==> config.mk <==
export PLATFORM = sky130hd
export DESIGN_NAME = connection_slot_table_unit
export DESIGN_NICKNAME = d
export VERILOG_FILES = /design/src/hw/rtl/cst_pkg.sv /design/src/hw/rtl/cst_ram.sv /design/src/hw/rtl/cst_ctrl.sv /design/src/hw/rtl/cst_datapath.sv /design/src/hw/rtl/connection_slot_table_unit.sv
export SDC_FILE = /design/constraint.sdc
export NUM_CORES = 2
export LEC_CHECK = 0
export BUFFER_PORTS_ARGS = -buffer_cell sky130_fd_sc_hd__clkbuf_2
export CORE_MARGIN = 2
export CORE_UTILIZATION = 36
export CTS_CLUSTER_DIAMETER = 120
export DETAILED_ROUTE_END_ITERATION = 16
export GPL_TIMING_DRIVEN = 0
export SLEW_MARGIN = 10
export SYNTH_ARGS = -nofsm -noshare
export SYNTH_HDL_FRONTEND = slang
export SYNTH_SLANG_ARGS = --single-unit
==> constraint.sdc <==
create_clock -name i_clk -period 15.25 [get_ports i_clk]
set_input_delay 3.8125 -clock i_clk [delete_from_list [all_inputs] [get_ports i_clk]]
set_output_delay 3.8125 -clock i_clk [all_outputs]
set_load 0.03 [all_outputs]
==> src/hw/rtl/cst_pkg.sv <==
// Shared types and constants for the connection slot table.
package cst_pkg;

    localparam int KEY_W       = 32;
    localparam int FLAG_W      = 8;
    localparam int NETID_W     = 32;
    localparam int PLAYER_W    = 4;
    localparam int SLOT_OUT_W  = 4;
    localparam int COUNT_OUT_W = 5;
    localparam int CFG_IDX_W   = 2;
    localparam int CFG_DATA_W  = 32;

    localparam logic [CFG_IDX_W-1:0] CFG_SYN_MASK     = 2'd0;
    localparam logic [CFG_IDX_W-1:0] CFG_FIN_MASK     = 2'd1;
    localparam logic [CFG_IDX_W-1:0] CFG_FIRST_NET_ID = 2'd2;

    localparam logic CMD_FRAME = 1'b0;
    localparam logic CMD_QUERY = 1'b1;

    localparam logic [FLAG_W-1:0]  SYN_MASK_RST     = 8'd1;
    localparam logic [FLAG_W-1:0]  FIN_MASK_RST     = 8'd2;
    localparam logic [NETID_W-1:0] FIRST_NET_ID_RST = 32'd1;

    typedef enum logic [4:0] {
        ST_IDLE = 5'b00001,
        ST_SCAN = 5'b00010,
        ST_READ = 5'b00100,
        ST_UPD  = 5'b01000,
        ST_OUT  = 5'b10000
    } t_state;

    typedef struct packed {
        logic cap;
        logic scan_en;
        logic upd;
        logic out_load;
    } t_ctl_cmd;

    typedef struct packed {
        logic scan_done;
    } t_ctl_sts;

    typedef struct packed {
        logic                   handled;
        logic                   accepted;
        logic                   is_new;
        logic [SLOT_OUT_W-1:0]  slot;
        logic [PLAYER_W-1:0]    player;
        logic [NETID_W-1:0]     assigned;
        logic [NETID_W-1:0]     released;
        logic                   connected;
        logic [COUNT_OUT_W-1:0] count;
    } t_result;

endpackage

==> src/hw/rtl/cst_ram.sv <==
// Generic single-write, single-read RAM with registered read data.
module cst_ram #(
    parameter int WIDTH = 8,
    parameter int DEPTH = 16,
    localparam int AW = (DEPTH > 1) ? $clog2(DEPTH) : 1
) (
    input  logic             i_clk,
    input  logic             i_we,
    input  logic [AW-1:0]    i_waddr,
    input  logic [WIDTH-1:0] i_wdata,
    input  logic [AW-1:0]    i_raddr,
    output logic [WIDTH-1:0] o_rdata
);

    logic [WIDTH-1:0] r_mem [DEPTH];
    logic [WIDTH-1:0] r_rdata;

    always_ff @(posedge i_clk) begin
        if (i_we) begin
            r_mem[i_waddr] <= i_wdata;
        end
        r_rdata <= r_mem[i_raddr];
    end

    assign o_rdata = r_rdata;

endmodule

==> src/hw/rtl/cst_ctrl.sv <==
// Controller state machine: item handshakes and sequencing of scan, read and update.
module cst_ctrl (
    input  logic              i_clk,
    input  logic              i_rst_n,
    input  logic              i_in_valid,
    output logic              o_in_ready,
    output logic              o_out_valid,
    input  logic              i_out_ready,
    output cst_pkg::t_ctl_cmd o_cmd,
    input  cst_pkg::t_ctl_sts i_sts
);
    import cst_pkg::*;

    t_state r_state;
    t_state n_state;
    logic   r_out_vld;
    logic   out_load;

    assign out_load = (r_state == ST_OUT) && (!r_out_vld || i_out_ready);

    always_comb begin
        n_state = r_state;
        unique case (r_state)
            ST_IDLE: begin
                if (i_in_valid) begin
                    n_state = ST_SCAN;
                end
            end
            ST_SCAN: begin
                if (i_sts.scan_done) begin
                    n_state = ST_READ;
                end
            end
            ST_READ: n_state = ST_UPD;
            ST_UPD:  n_state = ST_OUT;
            ST_OUT: begin
                if (out_load) begin
                    n_state = ST_IDLE;
                end
            end
            default: n_state = ST_IDLE;
        endcase
    end

    always_ff @(posedge i_clk) begin
        if (!i_rst_n) begin
            r_state   <= ST_IDLE;
            r_out_vld <= 1'b0;
        end else begin
            r_state <= n_state;
            if (out_load) begin
                r_out_vld <= 1'b1;
            end else if (i_out_ready) begin
                r_out_vld <= 1'b0;
            end
        end
    end

    assign o_in_ready     = (r_state == ST_IDLE);
    assign o_out_valid    = r_out_vld;
    assign o_cmd.cap      = (r_state == ST_IDLE) && i_in_valid;
    assign o_cmd.scan_en  = (r_state == ST_SCAN);
    assign o_cmd.upd      = (r_state == ST_UPD);
    assign o_cmd.out_load = out_load;

endmodule

==> src/hw/rtl/cst_datapath.sv <==
// Datapath: slot and stack memories, scan compare, free-list counters and result registers.
module cst_datapath #(
    parameter int SLOTS = 16
) (
    input  logic                               i_clk,
    input  logic                               i_rst_n,
    input  logic                               i_cfg_we,
    input  logic [cst_pkg::CFG_IDX_W-1:0]      i_cfg_idx,
    input  logic [cst_pkg::CFG_DATA_W-1:0]     i_cfg_data,
    input  logic                               i_cmd,
    input  logic [cst_pkg::KEY_W-1:0]          i_peer_key,
    input  logic [cst_pkg::FLAG_W-1:0]         i_frame_flags,
    input  cst_pkg::t_ctl_cmd                  i_ctl,
    output cst_pkg::t_ctl_sts                  o_sts,
    output logic                               o_handled,
    output logic                               o_accepted,
    output logic                               o_is_new,
    output logic [cst_pkg::SLOT_OUT_W-1:0]     o_slot,
    output logic [cst_pkg::PLAYER_W-1:0]       o_player_number,
    output logic [cst_pkg::NETID_W-1:0]        o_assigned_net_id,
    output logic [cst_pkg::NETID_W-1:0]        o_released_net_id,
    output logic                               o_connected,
    output logic [cst_pkg::COUNT_OUT_W-1:0]    o_admitted_count
);
    import cst_pkg::*;

    localparam int SW = (SLOTS > 1) ? $clog2(SLOTS) : 1;
    localparam int CW = $clog2(SLOTS + 1);
    localparam logic [CW-1:0] SLOTS_C = CW'(SLOTS);
    localparam logic [CW-1:0] ONE_C   = CW'(1);

    logic [FLAG_W-1:0]   r_syn_mask;
    logic [FLAG_W-1:0]   r_fin_mask;
    logic                r_cmd;
    logic [KEY_W-1:0]    r_key;
    logic [FLAG_W-1:0]   r_flags;

    logic [CW-1:0]       r_scan_cnt;
    logic                r_cmp_vld;
    logic [SW-1:0]       r_cmp_idx;
    logic                r_hit;
    logic [SW-1:0]       r_hit_idx;
    logic                r_free;
    logic [SW-1:0]       r_free_idx;

    logic                r_valid [SLOTS];
    logic [CW-1:0]       r_occ;
    logic [CW-1:0]       r_icnt;
    logic [CW-1:0]       r_ncnt;
    logic [PLAYER_W-1:0] r_next_player;
    logic [NETID_W-1:0]  r_next_netid;

    logic [CW-1:0]       n_occ;
    logic [CW-1:0]       n_icnt;
    logic [CW-1:0]       n_ncnt;
    logic [PLAYER_W-1:0] n_next_player;
    logic [NETID_W-1:0]  n_next_netid;

    t_result             r_res;
    t_result             r_out;
    t_result             res;

    logic [KEY_W-1:0]    key_rd;
    logic [PLAYER_W-1:0] player_rd;
    logic [NETID_W-1:0]  netid_rd;
    logic [PLAYER_W-1:0] istk_rd;
    logic [NETID_W-1:0]  nstk_rd;

    logic [CW-1:0]       icnt_m1;
    logic [CW-1:0]       ncnt_m1;
    logic                scan_issue;
    logic                is_query;
    logic                fin_hit;
    logic                syn_hit;
    logic                do_rel;
    logic                do_syn;
    logic                do_new;
    logic                pop_player;
    logic                pop_net;
    logic [PLAYER_W-1:0] mint_player;
    logic [NETID_W-1:0]  mint_net;
    logic                push_net;
    logic                push_player;

    assign scan_issue = i_ctl.scan_en && (r_scan_cnt != SLOTS_C);
    assign o_sts.scan_done = (r_scan_cnt == SLOTS_C) && !r_cmp_vld;
    assign icnt_m1 = r_icnt - ONE_C;
    assign ncnt_m1 = r_ncnt - ONE_C;

    always_comb begin
        is_query    = (r_cmd == CMD_QUERY);
        fin_hit     = |(r_flags & r_fin_mask);
        syn_hit     = |(r_flags & r_syn_mask);
        do_rel      = !is_query && fin_hit && r_hit;
        do_syn      = !is_query && !fin_hit && syn_hit;
        do_new      = do_syn && !r_hit && r_free;
        pop_player  = (r_icnt != '0);
        pop_net     = (r_ncnt != '0);
        mint_player = pop_player ? istk_rd : r_next_player;
        mint_net    = pop_net ? nstk_rd : r_next_netid;
        push_net    = do_rel && (netid_rd != '0) && (r_ncnt != SLOTS_C);
        push_player = do_rel && (r_icnt != SLOTS_C);

        n_occ         = r_occ;
        n_icnt        = r_icnt;
        n_ncnt        = r_ncnt;
        n_next_player = r_next_player;
        n_next_netid  = r_next_netid;
        if (do_rel) begin
            if (r_occ != '0) begin
                n_occ = r_occ - ONE_C;
            end
            if (push_player) begin
                n_icnt = r_icnt + ONE_C;
            end
            if (push_net) begin
                n_ncnt = r_ncnt + ONE_C;
            end
        end else if (do_new) begin
            n_occ = r_occ + ONE_C;
            if (pop_player) begin
                n_icnt = icnt_m1;
            end else begin
                n_next_player = r_next_player + PLAYER_W'(1);
            end
            if (pop_net) begin
                n_ncnt = ncnt_m1;
            end else begin
                n_next_netid = r_next_netid + NETID_W'(1);
            end
        end

        res       = '0;
        res.count = COUNT_OUT_W'(n_occ);
        priority if (is_query) begin
            res.connected = r_hit;
            res.assigned  = r_hit ? netid_rd : '0;
        end else if (do_rel) begin
            res.handled  = 1'b1;
            res.released = netid_rd;
        end else if (do_syn) begin
            res.handled = 1'b1;
            if (r_hit) begin
                res.accepted = 1'b1;
                res.slot     = SLOT_OUT_W'(r_hit_idx);
                res.player   = player_rd;
                res.assigned = netid_rd;
            end else if (do_new) begin
                res.accepted = 1'b1;
                res.is_new   = 1'b1;
                res.slot     = SLOT_OUT_W'(r_free_idx);
                res.player   = mint_player;
                res.assigned = mint_net;
            end
        end
    end

    always_ff @(posedge i_clk) begin
        if (!i_rst_n) begin
            r_syn_mask    <= SYN_MASK_RST;
            r_fin_mask    <= FIN_MASK_RST;
            r_next_netid  <= FIRST_NET_ID_RST;
            r_next_player <= '0;
            r_occ         <= '0;
            r_icnt        <= '0;
            r_ncnt        <= '0;
            for (int i = 0; i < SLOTS; i++) begin
                r_valid[i] <= 1'b0;
            end
        end else begin
            if (i_cfg_we) begin
                unique case (i_cfg_idx)
                    CFG_SYN_MASK:     r_syn_mask   <= i_cfg_data[FLAG_W-1:0];
                    CFG_FIN_MASK:     r_fin_mask   <= i_cfg_data[FLAG_W-1:0];
                    CFG_FIRST_NET_ID: r_next_netid <= i_cfg_data[NETID_W-1:0];
                    default: ;
                endcase
            end else if (i_ctl.upd) begin
                r_next_netid <= n_next_netid;
            end
            if (i_ctl.upd) begin
                r_next_player <= n_next_player;
                r_occ         <= n_occ;
                r_icnt        <= n_icnt;
                r_ncnt        <= n_ncnt;
                if (do_rel) begin
                    r_valid[r_hit_idx] <= 1'b0;
                end else if (do_new) begin
                    r_valid[r_free_idx] <= 1'b1;
                end
            end
        end
    end

    always_ff @(posedge i_clk) begin
        if (!i_rst_n) begin
            r_scan_cnt <= '0;
            r_cmp_vld  <= 1'b0;
            r_hit      <= 1'b0;
            r_free     <= 1'b0;
        end else if (i_ctl.cap) begin
            r_scan_cnt <= '0;
            r_cmp_vld  <= 1'b0;
            r_hit      <= 1'b0;
            r_free     <= 1'b0;
        end else begin
            r_cmp_vld <= scan_issue;
            if (scan_issue) begin
                r_scan_cnt <= r_scan_cnt + ONE_C;
            end
            if (r_cmp_vld && r_valid[r_cmp_idx] && (key_rd == r_key) && !r_hit) begin
                r_hit <= 1'b1;
            end
            if (r_cmp_vld && !r_valid[r_cmp_idx] && !r_free) begin
                r_free <= 1'b1;
            end
        end
    end

    always_ff @(posedge i_clk) begin
        if (i_ctl.cap) begin
            r_cmd   <= i_cmd;
            r_key   <= i_peer_key;
            r_flags <= i_frame_flags;
        end
        r_cmp_idx <= r_scan_cnt[SW-1:0];
        if (r_cmp_vld && r_valid[r_cmp_idx] && (key_rd == r_key) && !r_hit) begin
            r_hit_idx <= r_cmp_idx;
        end
        if (r_cmp_vld && !r_valid[r_cmp_idx] && !r_free) begin
            r_free_idx <= r_cmp_idx;
        end
        if (i_ctl.upd) begin
            r_res <= res;
        end
        if (i_ctl.out_load) begin
            r_out <= r_res;
        end
    end

    cst_ram #(.WIDTH(KEY_W), .DEPTH(SLOTS)) u_key_ram (
        .i_clk   (i_clk),
        .i_we    (i_ctl.upd && do_new),
        .i_waddr (r_free_idx),
        .i_wdata (r_key),
        .i_raddr (r_scan_cnt[SW-1:0]),
        .o_rdata (key_rd)
    );

    cst_ram #(.WIDTH(PLAYER_W), .DEPTH(SLOTS)) u_player_ram (
        .i_clk   (i_clk),
        .i_we    (i_ctl.upd && do_new),
        .i_waddr (r_free_idx),
        .i_wdata (mint_player),
        .i_raddr (r_hit_idx),
        .o_rdata (player_rd)
    );

    cst_ram #(.WIDTH(NETID_W), .DEPTH(SLOTS)) u_netid_ram (
        .i_clk   (i_clk),
        .i_we    (i_ctl.upd && do_new),
        .i_waddr (r_free_idx),
        .i_wdata (mint_net),
        .i_raddr (r_hit_idx),
        .o_rdata (netid_rd)
    );

    cst_ram #(.WIDTH(PLAYER_W), .DEPTH(SLOTS)) u_index_stack (
        .i_clk   (i_clk),
        .i_we    (i_ctl.upd && push_player),
        .i_waddr (r_icnt[SW-1:0]),
        .i_wdata (player_rd),
        .i_raddr (icnt_m1[SW-1:0]),
        .o_rdata (istk_rd)
    );

    cst_ram #(.WIDTH(NETID_W), .DEPTH(SLOTS)) u_netid_stack (
        .i_clk   (i_clk),
        .i_we    (i_ctl.upd && push_net),
        .i_waddr (r_ncnt[SW-1:0]),
        .i_wdata (netid_rd),
        .i_raddr (ncnt_m1[SW-1:0]),
        .o_rdata (nstk_rd)
    );

    assign o_handled         = r_out.handled;
    assign o_accepted        = r_out.accepted;
    assign o_is_new          = r_out.is_new;
    assign o_slot            = r_out.slot;
    assign o_player_number   = r_out.player;
    assign o_assigned_net_id = r_out.assigned;
    assign o_released_net_id = r_out.released;
    assign o_connected       = r_out.connected;
    assign o_admitted_count  = r_out.count;

endmodule

==> src/hw/rtl/connection_slot_table_unit.sv <==
// Top level of the connection slot table: controller, datapath and checks.
//
//  channel  | handshake                 | payload
//  ---------+---------------------------+------------------------------------------
//  input    | i_in_valid / o_in_ready   | i_cmd, i_peer_key, i_frame_flags
//  output   | o_out_valid / i_out_ready | o_handled .. o_admitted_count
//  config   | i_cfg_we                  | i_cfg_idx, i_cfg_data
//
//  An item runs through the scan, read, update and output states from accept to result;
//  the key memory is read once per slot in a linear scan.
//  Reset clears slot valid bits, stack counts and counters.
//  A finished result waits in the output register; the next item is taken
//  meanwhile, and only the hand-off of its own result waits on i_out_ready.
module connection_slot_table_unit #(
    parameter int SLOTS = 16
) (
    input  logic                               i_clk,
    input  logic                               i_rst_n,
    input  logic                               i_cfg_we,
    input  logic [cst_pkg::CFG_IDX_W-1:0]      i_cfg_idx,
    input  logic [cst_pkg::CFG_DATA_W-1:0]     i_cfg_data,
    input  logic                               i_in_valid,
    output logic                               o_in_ready,
    input  logic                               i_cmd,
    input  logic [cst_pkg::KEY_W-1:0]          i_peer_key,
    input  logic [cst_pkg::FLAG_W-1:0]         i_frame_flags,
    output logic                               o_out_valid,
    input  logic                               i_out_ready,
    output logic                               o_handled,
    output logic                               o_accepted,
    output logic                               o_is_new,
    output logic [cst_pkg::SLOT_OUT_W-1:0]     o_slot,
    output logic [cst_pkg::PLAYER_W-1:0]       o_player_number,
    output logic [cst_pkg::NETID_W-1:0]        o_assigned_net_id,
    output logic [cst_pkg::NETID_W-1:0]        o_released_net_id,
    output logic                               o_connected,
    output logic [cst_pkg::COUNT_OUT_W-1:0]    o_admitted_count
);
    import cst_pkg::*;

    t_ctl_cmd w_cmd;
    t_ctl_sts w_sts;

    cst_ctrl u_ctrl (
        .i_clk       (i_clk),
        .i_rst_n     (i_rst_n),
        .i_in_valid  (i_in_valid),
        .o_in_ready  (o_in_ready),
        .o_out_valid (o_out_valid),
        .i_out_ready (i_out_ready),
        .o_cmd       (w_cmd),
        .i_sts       (w_sts)
    );

    cst_datapath #(.SLOTS(SLOTS)) u_dp (
        .i_clk             (i_clk),
        .i_rst_n           (i_rst_n),
        .i_cfg_we          (i_cfg_we),
        .i_cfg_idx         (i_cfg_idx),
        .i_cfg_data        (i_cfg_data),
        .i_cmd             (i_cmd),
        .i_peer_key        (i_peer_key),
        .i_frame_flags     (i_frame_flags),
        .i_ctl             (w_cmd),
        .o_sts             (w_sts),
        .o_handled         (o_handled),
        .o_accepted        (o_accepted),
        .o_is_new          (o_is_new),
        .o_slot            (o_slot),
        .o_player_number   (o_player_number),
        .o_assigned_net_id (o_assigned_net_id),
        .o_released_net_id (o_released_net_id),
        .o_connected       (o_connected),
        .o_admitted_count  (o_admitted_count)
    );

    a_one_item: assert property (@(posedge i_clk) disable iff (!i_rst_n)
        (i_in_valid && o_in_ready) |=> !o_in_ready)
        else $error("second item taken while one is in work");

    a_upd_after_scan: assert property (@(posedge i_clk) disable iff (!i_rst_n)
        w_cmd.upd |-> w_sts.scan_done)
        else $error("table update before scan finished");

    a_no_take_in_upd: assert property (@(posedge i_clk) disable iff (!i_rst_n)
        w_cmd.upd |-> (!o_in_ready && !w_cmd.out_load))
        else $error("update overlaps handshake");

endmodule
After elaboration in Yosys (flattened, before gate mapping)

Memories as Yosys holds them, arrays and structs flattened. A register that Yosys moved wholly into a read port is not among the register bits.
Index checks and enable logic that the tools add are counted.
Widths: inputs -> output; s select.

Multiplexer cells: 56
Bitwise operators: 6
Reduce and logical (&&, ||, !) cells: 55
Equality and inequality tests: 20
Add/sub/neg operators: 9

Operators with widths:

| operator              | count |
|---|---|
| $mux 32               | 10 |
| $mux 5                | 14 |
| $mux 43               | 1 |
| $mux 42               | 1 |
| $mux 40               | 1 |
| $add 32x1->32 const B | 1 |
| $eq 32x32->1          | 1 |
| $reduce_bool 32->1    | 1 |
| $mux 1                | 25 |
| $pmux 5 s5            | 1 |
| $logic_and 1x1->1     | 21 |
| $add 5x1->5 const B   | 4 |
| $and 8x8->8           | 2 |
| $reduce_or 8->1       | 2 |
| $ne 5x5->1 const B    | 3 |
| $reduce_bool 5->1     | 3 |
| $sub 5x1->5 const B   | 3 |
| $mux 4                | 3 |
| $ne 2x2->1 const B    | 6 |
| $reduce_and 4->1      | 3 |
| $reduce_bool 2->1     | 6 |
| $eq 5x5->1 const B    | 2 |
| $logic_not 1->1       | 7 |
| $eq 5x1->1 const B    | 1 |
| other kinds (17)      | 24 |

Output and inout port bits: 83
Memories kept: 6
Memory bits (writable): 1680
Register bits: 296
Bits of input ports: 80
Word-level logic and storage cells: 189

Memory list:

| name                     | words | bits a word | read ports | clocked after memory_dff | write ports | line               | text |
|---|---|---|---|---|---|---|---|
| u_dp.u_key_ram.r_mem     | 16    | 32          | 1          | 1                        | 1           | cst_ram.sv:15      | `logic [WIDTH-1:0] r_mem [DEPTH];` |
| u_dp.u_netid_ram.r_mem   | 16    | 32          | 1          | 1                        | 1           | cst_ram.sv:15      |  |
| u_dp.u_netid_stack.r_mem | 16    | 32          | 1          | 1                        | 1           | cst_ram.sv:15      |  |
| u_dp.u_index_stack.r_mem | 16    | 4           | 1          | 1                        | 1           | cst_ram.sv:15      |  |
| u_dp.u_player_ram.r_mem  | 16    | 4           | 1          | 1                        | 1           | cst_ram.sv:15      |  |
| u_dp.r_valid             | 16    | 1           | 1          | 1                        | 16          | cst_datapath.sv:46 | `logic r_valid [SLOTS];` |

Depth between registers and ports, before layout

Depth after elaboration: 14
Gate-level depth with buffers: 13
Mapped depth without buffers: 8

Cells and area by module

From an unflattened synthesis, not the netlist that was laid out.

Cell total of the unflattened synthesis: 3874
Area, all modules: 78619.2 um2

By module, submodules not included:

| module                           | area each (um2) | times used | cells each | sequential area each (um2) |
|---|---|---|---|---|
| cst_ram (u_dp.u_key_ram ...)     | 19854.0         | 3          | 838        | 16015.4 |
| cst_datapath                     | 13389.1         | 1          | 1063       | 8237.9 |
| cst_ram (u_dp.u_index_stack ...) | 2666.3          | 2          | 130        | 2001.9 |
| cst_ctrl                         | 335.3           | 1          | 37         | 120.1 |

Least setup slack after synthesis

No wires, ideal clock.

Kind: in2reg
Start point: input i_out_ready
End point: register u_dp.r_out, in the netlist u_dp.o_accepted (enable)
Data required time: 14.729 ns
Arrival time: 7.251 ns
Stages on the path: 2
Setup slack: 7.478 ns
Setup time: 0.521 ns
Cell sequence: nor2b_1 -> nor2_1

RTL lines:

| element              | line                             | text |
|---|---|---|
| start, declared      | connection_slot_table_unit.sv:28 | `input logic i_out_ready,` |
| end signal, assigned | cst_datapath.sv:237              | `r_out <= r_res;` |
| end, declared        | cst_datapath.sv:60               | `t_result r_out;` |

Worst setup path in the final report

Start point: register u_ctrl.r_state[2]
End point: output o_in_ready

Cells in the longest elaborated chain, start to end: 1

Ends and longest elaborated chain:

| element                | line                             | text |
|---|---|---|
| start, declared        | cst_ctrl.sv:14                   | `t_state r_state;` |
| start signal, assigned | cst_ctrl.sv:50                   | `r_state <= n_state;` |
| $eq 5x1->1             | cst_ctrl.sv:59                   | `assign o_in_ready = (r_state == ST_IDLE);` |
| end, declared          | connection_slot_table_unit.sv:23 | `output logic o_in_ready,` |

No other way between the ends.

==> summary.md <==
| Metric | Value |
|---|---|
| CTS clock-pin slew for the worst setup and hold paths | `~0.060 ns` |
| Sw frac | `21.4%` |
| Fillcell total | `18700` |
| Post-synth top area share | `72.0%` |
| Final RePlAce weighted congestion | `0.902` |
| Flip-flop and latch count after synthesis | `between 2000 and 2500` |
| WHS | `0.355 ns` |
| DRT Pass-1 Iters | `5` |
| Synthesized cell area | `about 0.078 mm²` |
| Cell variety after synth | `74` |
| Final setup vio count | `0` |
| Largest cells by area after synthesis | `edfxtp_1 72%, mux4_2 15%, dfxtp_1 5.2%` |
| Most Crowded Layer GR | `met2` |
| Critical path startpoint category | `register` |
| Die extent in y | `470 µm` |
| DP Area | `around 0.085 mm²` |
| R2r startpoint | `u_dp.r_ncnt[0]` |
| Synth Instances | `3599` |
| Commonest cells in the netlist | `1875 x edfxtp_1, 525 x mux4_2, 205 x dfxtp_1` |
| Total global routing overflow | `0` |
| Reg2Reg Depth | `9` |
| CP endpoint kind | `primary output` |
| Met1 Use GR | `about a quarter` |
| Status | `completed` |
| Max Cap Viol | `0` |
| Final ANT Viol Nets | `0` |
| # DRC | `0` |
| Placed insts | `~6700` |
| Largest area contributor in the netlist | `edfxtp_1` |
| Avg WL per Cell | `between 20 and 30 µm` |
| Clock Power Share | `42.3%` |
| Vias in the first global route | `between 30000 and 40000` |
| Most frequent cell after synthesis | `edfxtp_1` |
| GRT Overall Usage | `roughly 18%` |
| Max stage delay cell, worst path | `nor4b_2` |
| Clock tree buffer depth | `3` |
| Critical Path Sink | `o_in_ready` |
| IO Pins | `around 160` |
| Seq/Total Area, Yosys | `77.2%` |
| Post-CTS Setup Repair Bufs | `0` |
| Met2 Use GR | `approximately 30%` |
| Pins Over Slew Limit | `0` |
| Yosys warning count | `0` |
| RSZ-0062 raised after global routing | `no` |
| DP HPWL | `around 130000 µm` |
| Worst path bufs/invs | `1` |
| Main synth FF type | `edfxtp_1` |
| Pwr Density | `roughly 130 mW/mm²` |
| P_leak | `28.5 nW` |
| CP startpoint | `u_ctrl.r_state[2]` |
| Maximum fanout along the worst path | `5` |
| Final Critical Period | `6.27 ns` |
| Post-CTS Hold Buffers | `0` |
| Peak supply drop | `roughly 0.12 mV` |
| Met3 Use GR | `approximately 3%` |
| Setup_tns | `0 ns` |
| I/O Buffers | `160` |
| FMAX | `about 160 MHz` |
| First-pass GRT wire length | `285000 µm` |
| Initial DRC Count | `between 4000 and 5000` |
| Tot Pwr | `approximately 12 mW` |
| Average size of a mapped cell | `21.7 µm²` |
| Clk_lat worst skew | `~0.85 ns` |
| FF-to-FF setup slack | `just over 10 ns` |
| Core region area | `~0.22 mm²` |
| Die span in x | `~470 µm` |
| Switching pwr | `approximately 2.5 mW` |
| Via total after detailed routing | `around 38000` |
| Final setup skew | `0.0614 ns` |
| Nets | `4145` |
| Worst hold path class | `register to register` |
| Design Area, Final | `a little over 0.09 mm²` |
| Worst path required time | `around 11 ns` |
| Internal | `9.09 mW` |
| Number of flops mapped to enable cells by yosys | `~1900` |
| Final Hold Viols | `0` |
| Die Area | `approximately 0.22 mm²` |
| Crit path largest cell delay | `slightly below 0.6 ns` |
| Async set or reset register ratio after synthesis | `0%` |
| Crit-path leading delay family | `simple AND/OR/NAND/NOR gates` |
| TritonCTS buffer count | `between 200 and 250` |
| Syn nets | `roughly 3700` |
| Resized cells post-CTS | `0` |
| Row count | `between 150 and 200` |
| Cell Chain, Critical Path | `or2_2, nor4b_2, clkbuf_2` |
| Fin crit share | `41.1%` |
| Initial Utilization | `a little over a third` |
| Critical path class | `register to primary output` |
| WP depth | `3` |
| Logic gate share of total power | `2.6%` |
| Actual slew at the worst max-slew pin | `1.20 ns` |
| Largest net degree at the start of global routing | `69` |
| Layout cells sized above 1 | `approximately 28%` |
| Reg power frac | `a little under three fifths` |
| Initial antenna violation count | `17` |
| Via-to-Cell Ratio | `5.38` |
| Area growth syn-to-layout | `16.7%` |
| # H-tree levels | `4` |
| Non-Filler Instances | `7098` |
| Clock tree sinks | `2080` |
| R2R Path End | `u_dp.u_netid_stack.o_rdata[21]` |
| Slew margin rel. | `about a fifth` |
| CTS tree | `done` |
| Root buf cell | `clkbuf_16` |
| Critical path arrival | `between 2 and 2.5 ns` |
| Detailed Route WL | `between 150000 and 200000 µm` |
## cells in the final DEF (no fill, tap or decap), types with 22 or more instances in the layout
master / instances
edfxtp_1: 1875
mux4_2: 525
clkbuf_16: 207
dfxtp_1: 205
clkbuf_1: 173
clkbuf_2: 163
nor2_1: 100
nand2_1: 71
a21oi_1: 55
and2_1: 54
clkinv_2: 43
o21ai_0: 42
buf_12: 42
buf_16: 41
clkinv_1: 39
a22o_1: 37
mux2_2: 37
buf_2: 31
xor2_1: 30
buf_1: 28
inv_1: 28
nand3_1: 26
mux2i_1: 24
nor4_1: 23
a22oi_1: 22
## power by group through the flow
stage,Combinational [mW],Sequential [mW],Clock (mW)
final,0.301,6.37,4.89
after global routing,0.321,6.37,5.22
after CTS,0.306,6.36,4.97
after detailed placement,0.306,6.48,0
after global placement,0.293,6.48,0
after floorplan,0.179,6.44,0
## layer usage
| metal | up-vias | wire [µm] |
|---|---|---|
| li1 | 16000 | - |
| met2 | 1428 | 98300 |
| met1 | 20500 | 82200 |
| met4 | 2 | 6840 |
| met3 | 288 | 12300 |
| met5 | - | 8 |
## sequential cells by signal, summed over array words and instances, names as in the netlist, 64 cells and up
register                  cells
u_dp.u_player_ram.r_mem      64
u_dp.u_key_ram.r_mem        512
u_dp.r_res                   81
u_dp.u_netid_ram.r_mem      512
u_dp.u_netid_stack.r_mem    512
u_dp.u_index_stack.r_mem     64
## layout make-up
type	instances	area (µm²)	share of cell area (%)
timing repair buffer	244	2780	3.04
tap	2854	3570	3.91
clock buffer	275	5550	6.07
clock inverter	114	951	1.04
antenna	12	30.0	0.0329
buffer	180	729	0.799
multi-input combinational	1310	17200	18.8
inverter	29	114	0.125
sequential	2080	60400	66.2
## worst min path at each step
stage | from | endpoint | cells past startpoint
global route | u_dp.r_scan_cnt[3] | u_dp.r_cmp_idx[3] | 0
detailed placement | u_dp.r_scan_cnt[3] | u_dp.r_cmp_idx[3] | 0
floorplan | u_dp.r_scan_cnt[2] | u_dp.r_cmp_idx[2] | 0
finish | u_dp.r_scan_cnt[3] | u_dp.r_cmp_idx[3] | 0
global placement | u_dp.r_scan_cnt[3] | u_dp.r_cmp_idx[3] | 0
CTS | u_dp.r_scan_cnt[3] | u_dp.r_cmp_idx[3] | 0
## through the flow
stage	setup slack [ns]	util (%)
3_3_place_gp	4.87	38.1
4_1_cts	8.83	42.1
6_report	8.98	42.2
3_5_place_dp	9.00	39.1
2_1_floorplan	7.48	-
5_1_grt	8.81	42.2
## cell families (layout without fill, tap and decap cells)
family          Yosys count  in the layout  share of synthesized area [%]
compound gates          236            236                           2.13
xor+xnor                 50             50                          0.560
fa+ha+maj                15             15                          0.240
buf+inv                 209            842                           1.07
flops                  2080           2080                           77.2
mux                     586            586                           16.0
other cells               0             12                              0
simple gates            423            423                           2.83
(Power assumes the default switching activity.)
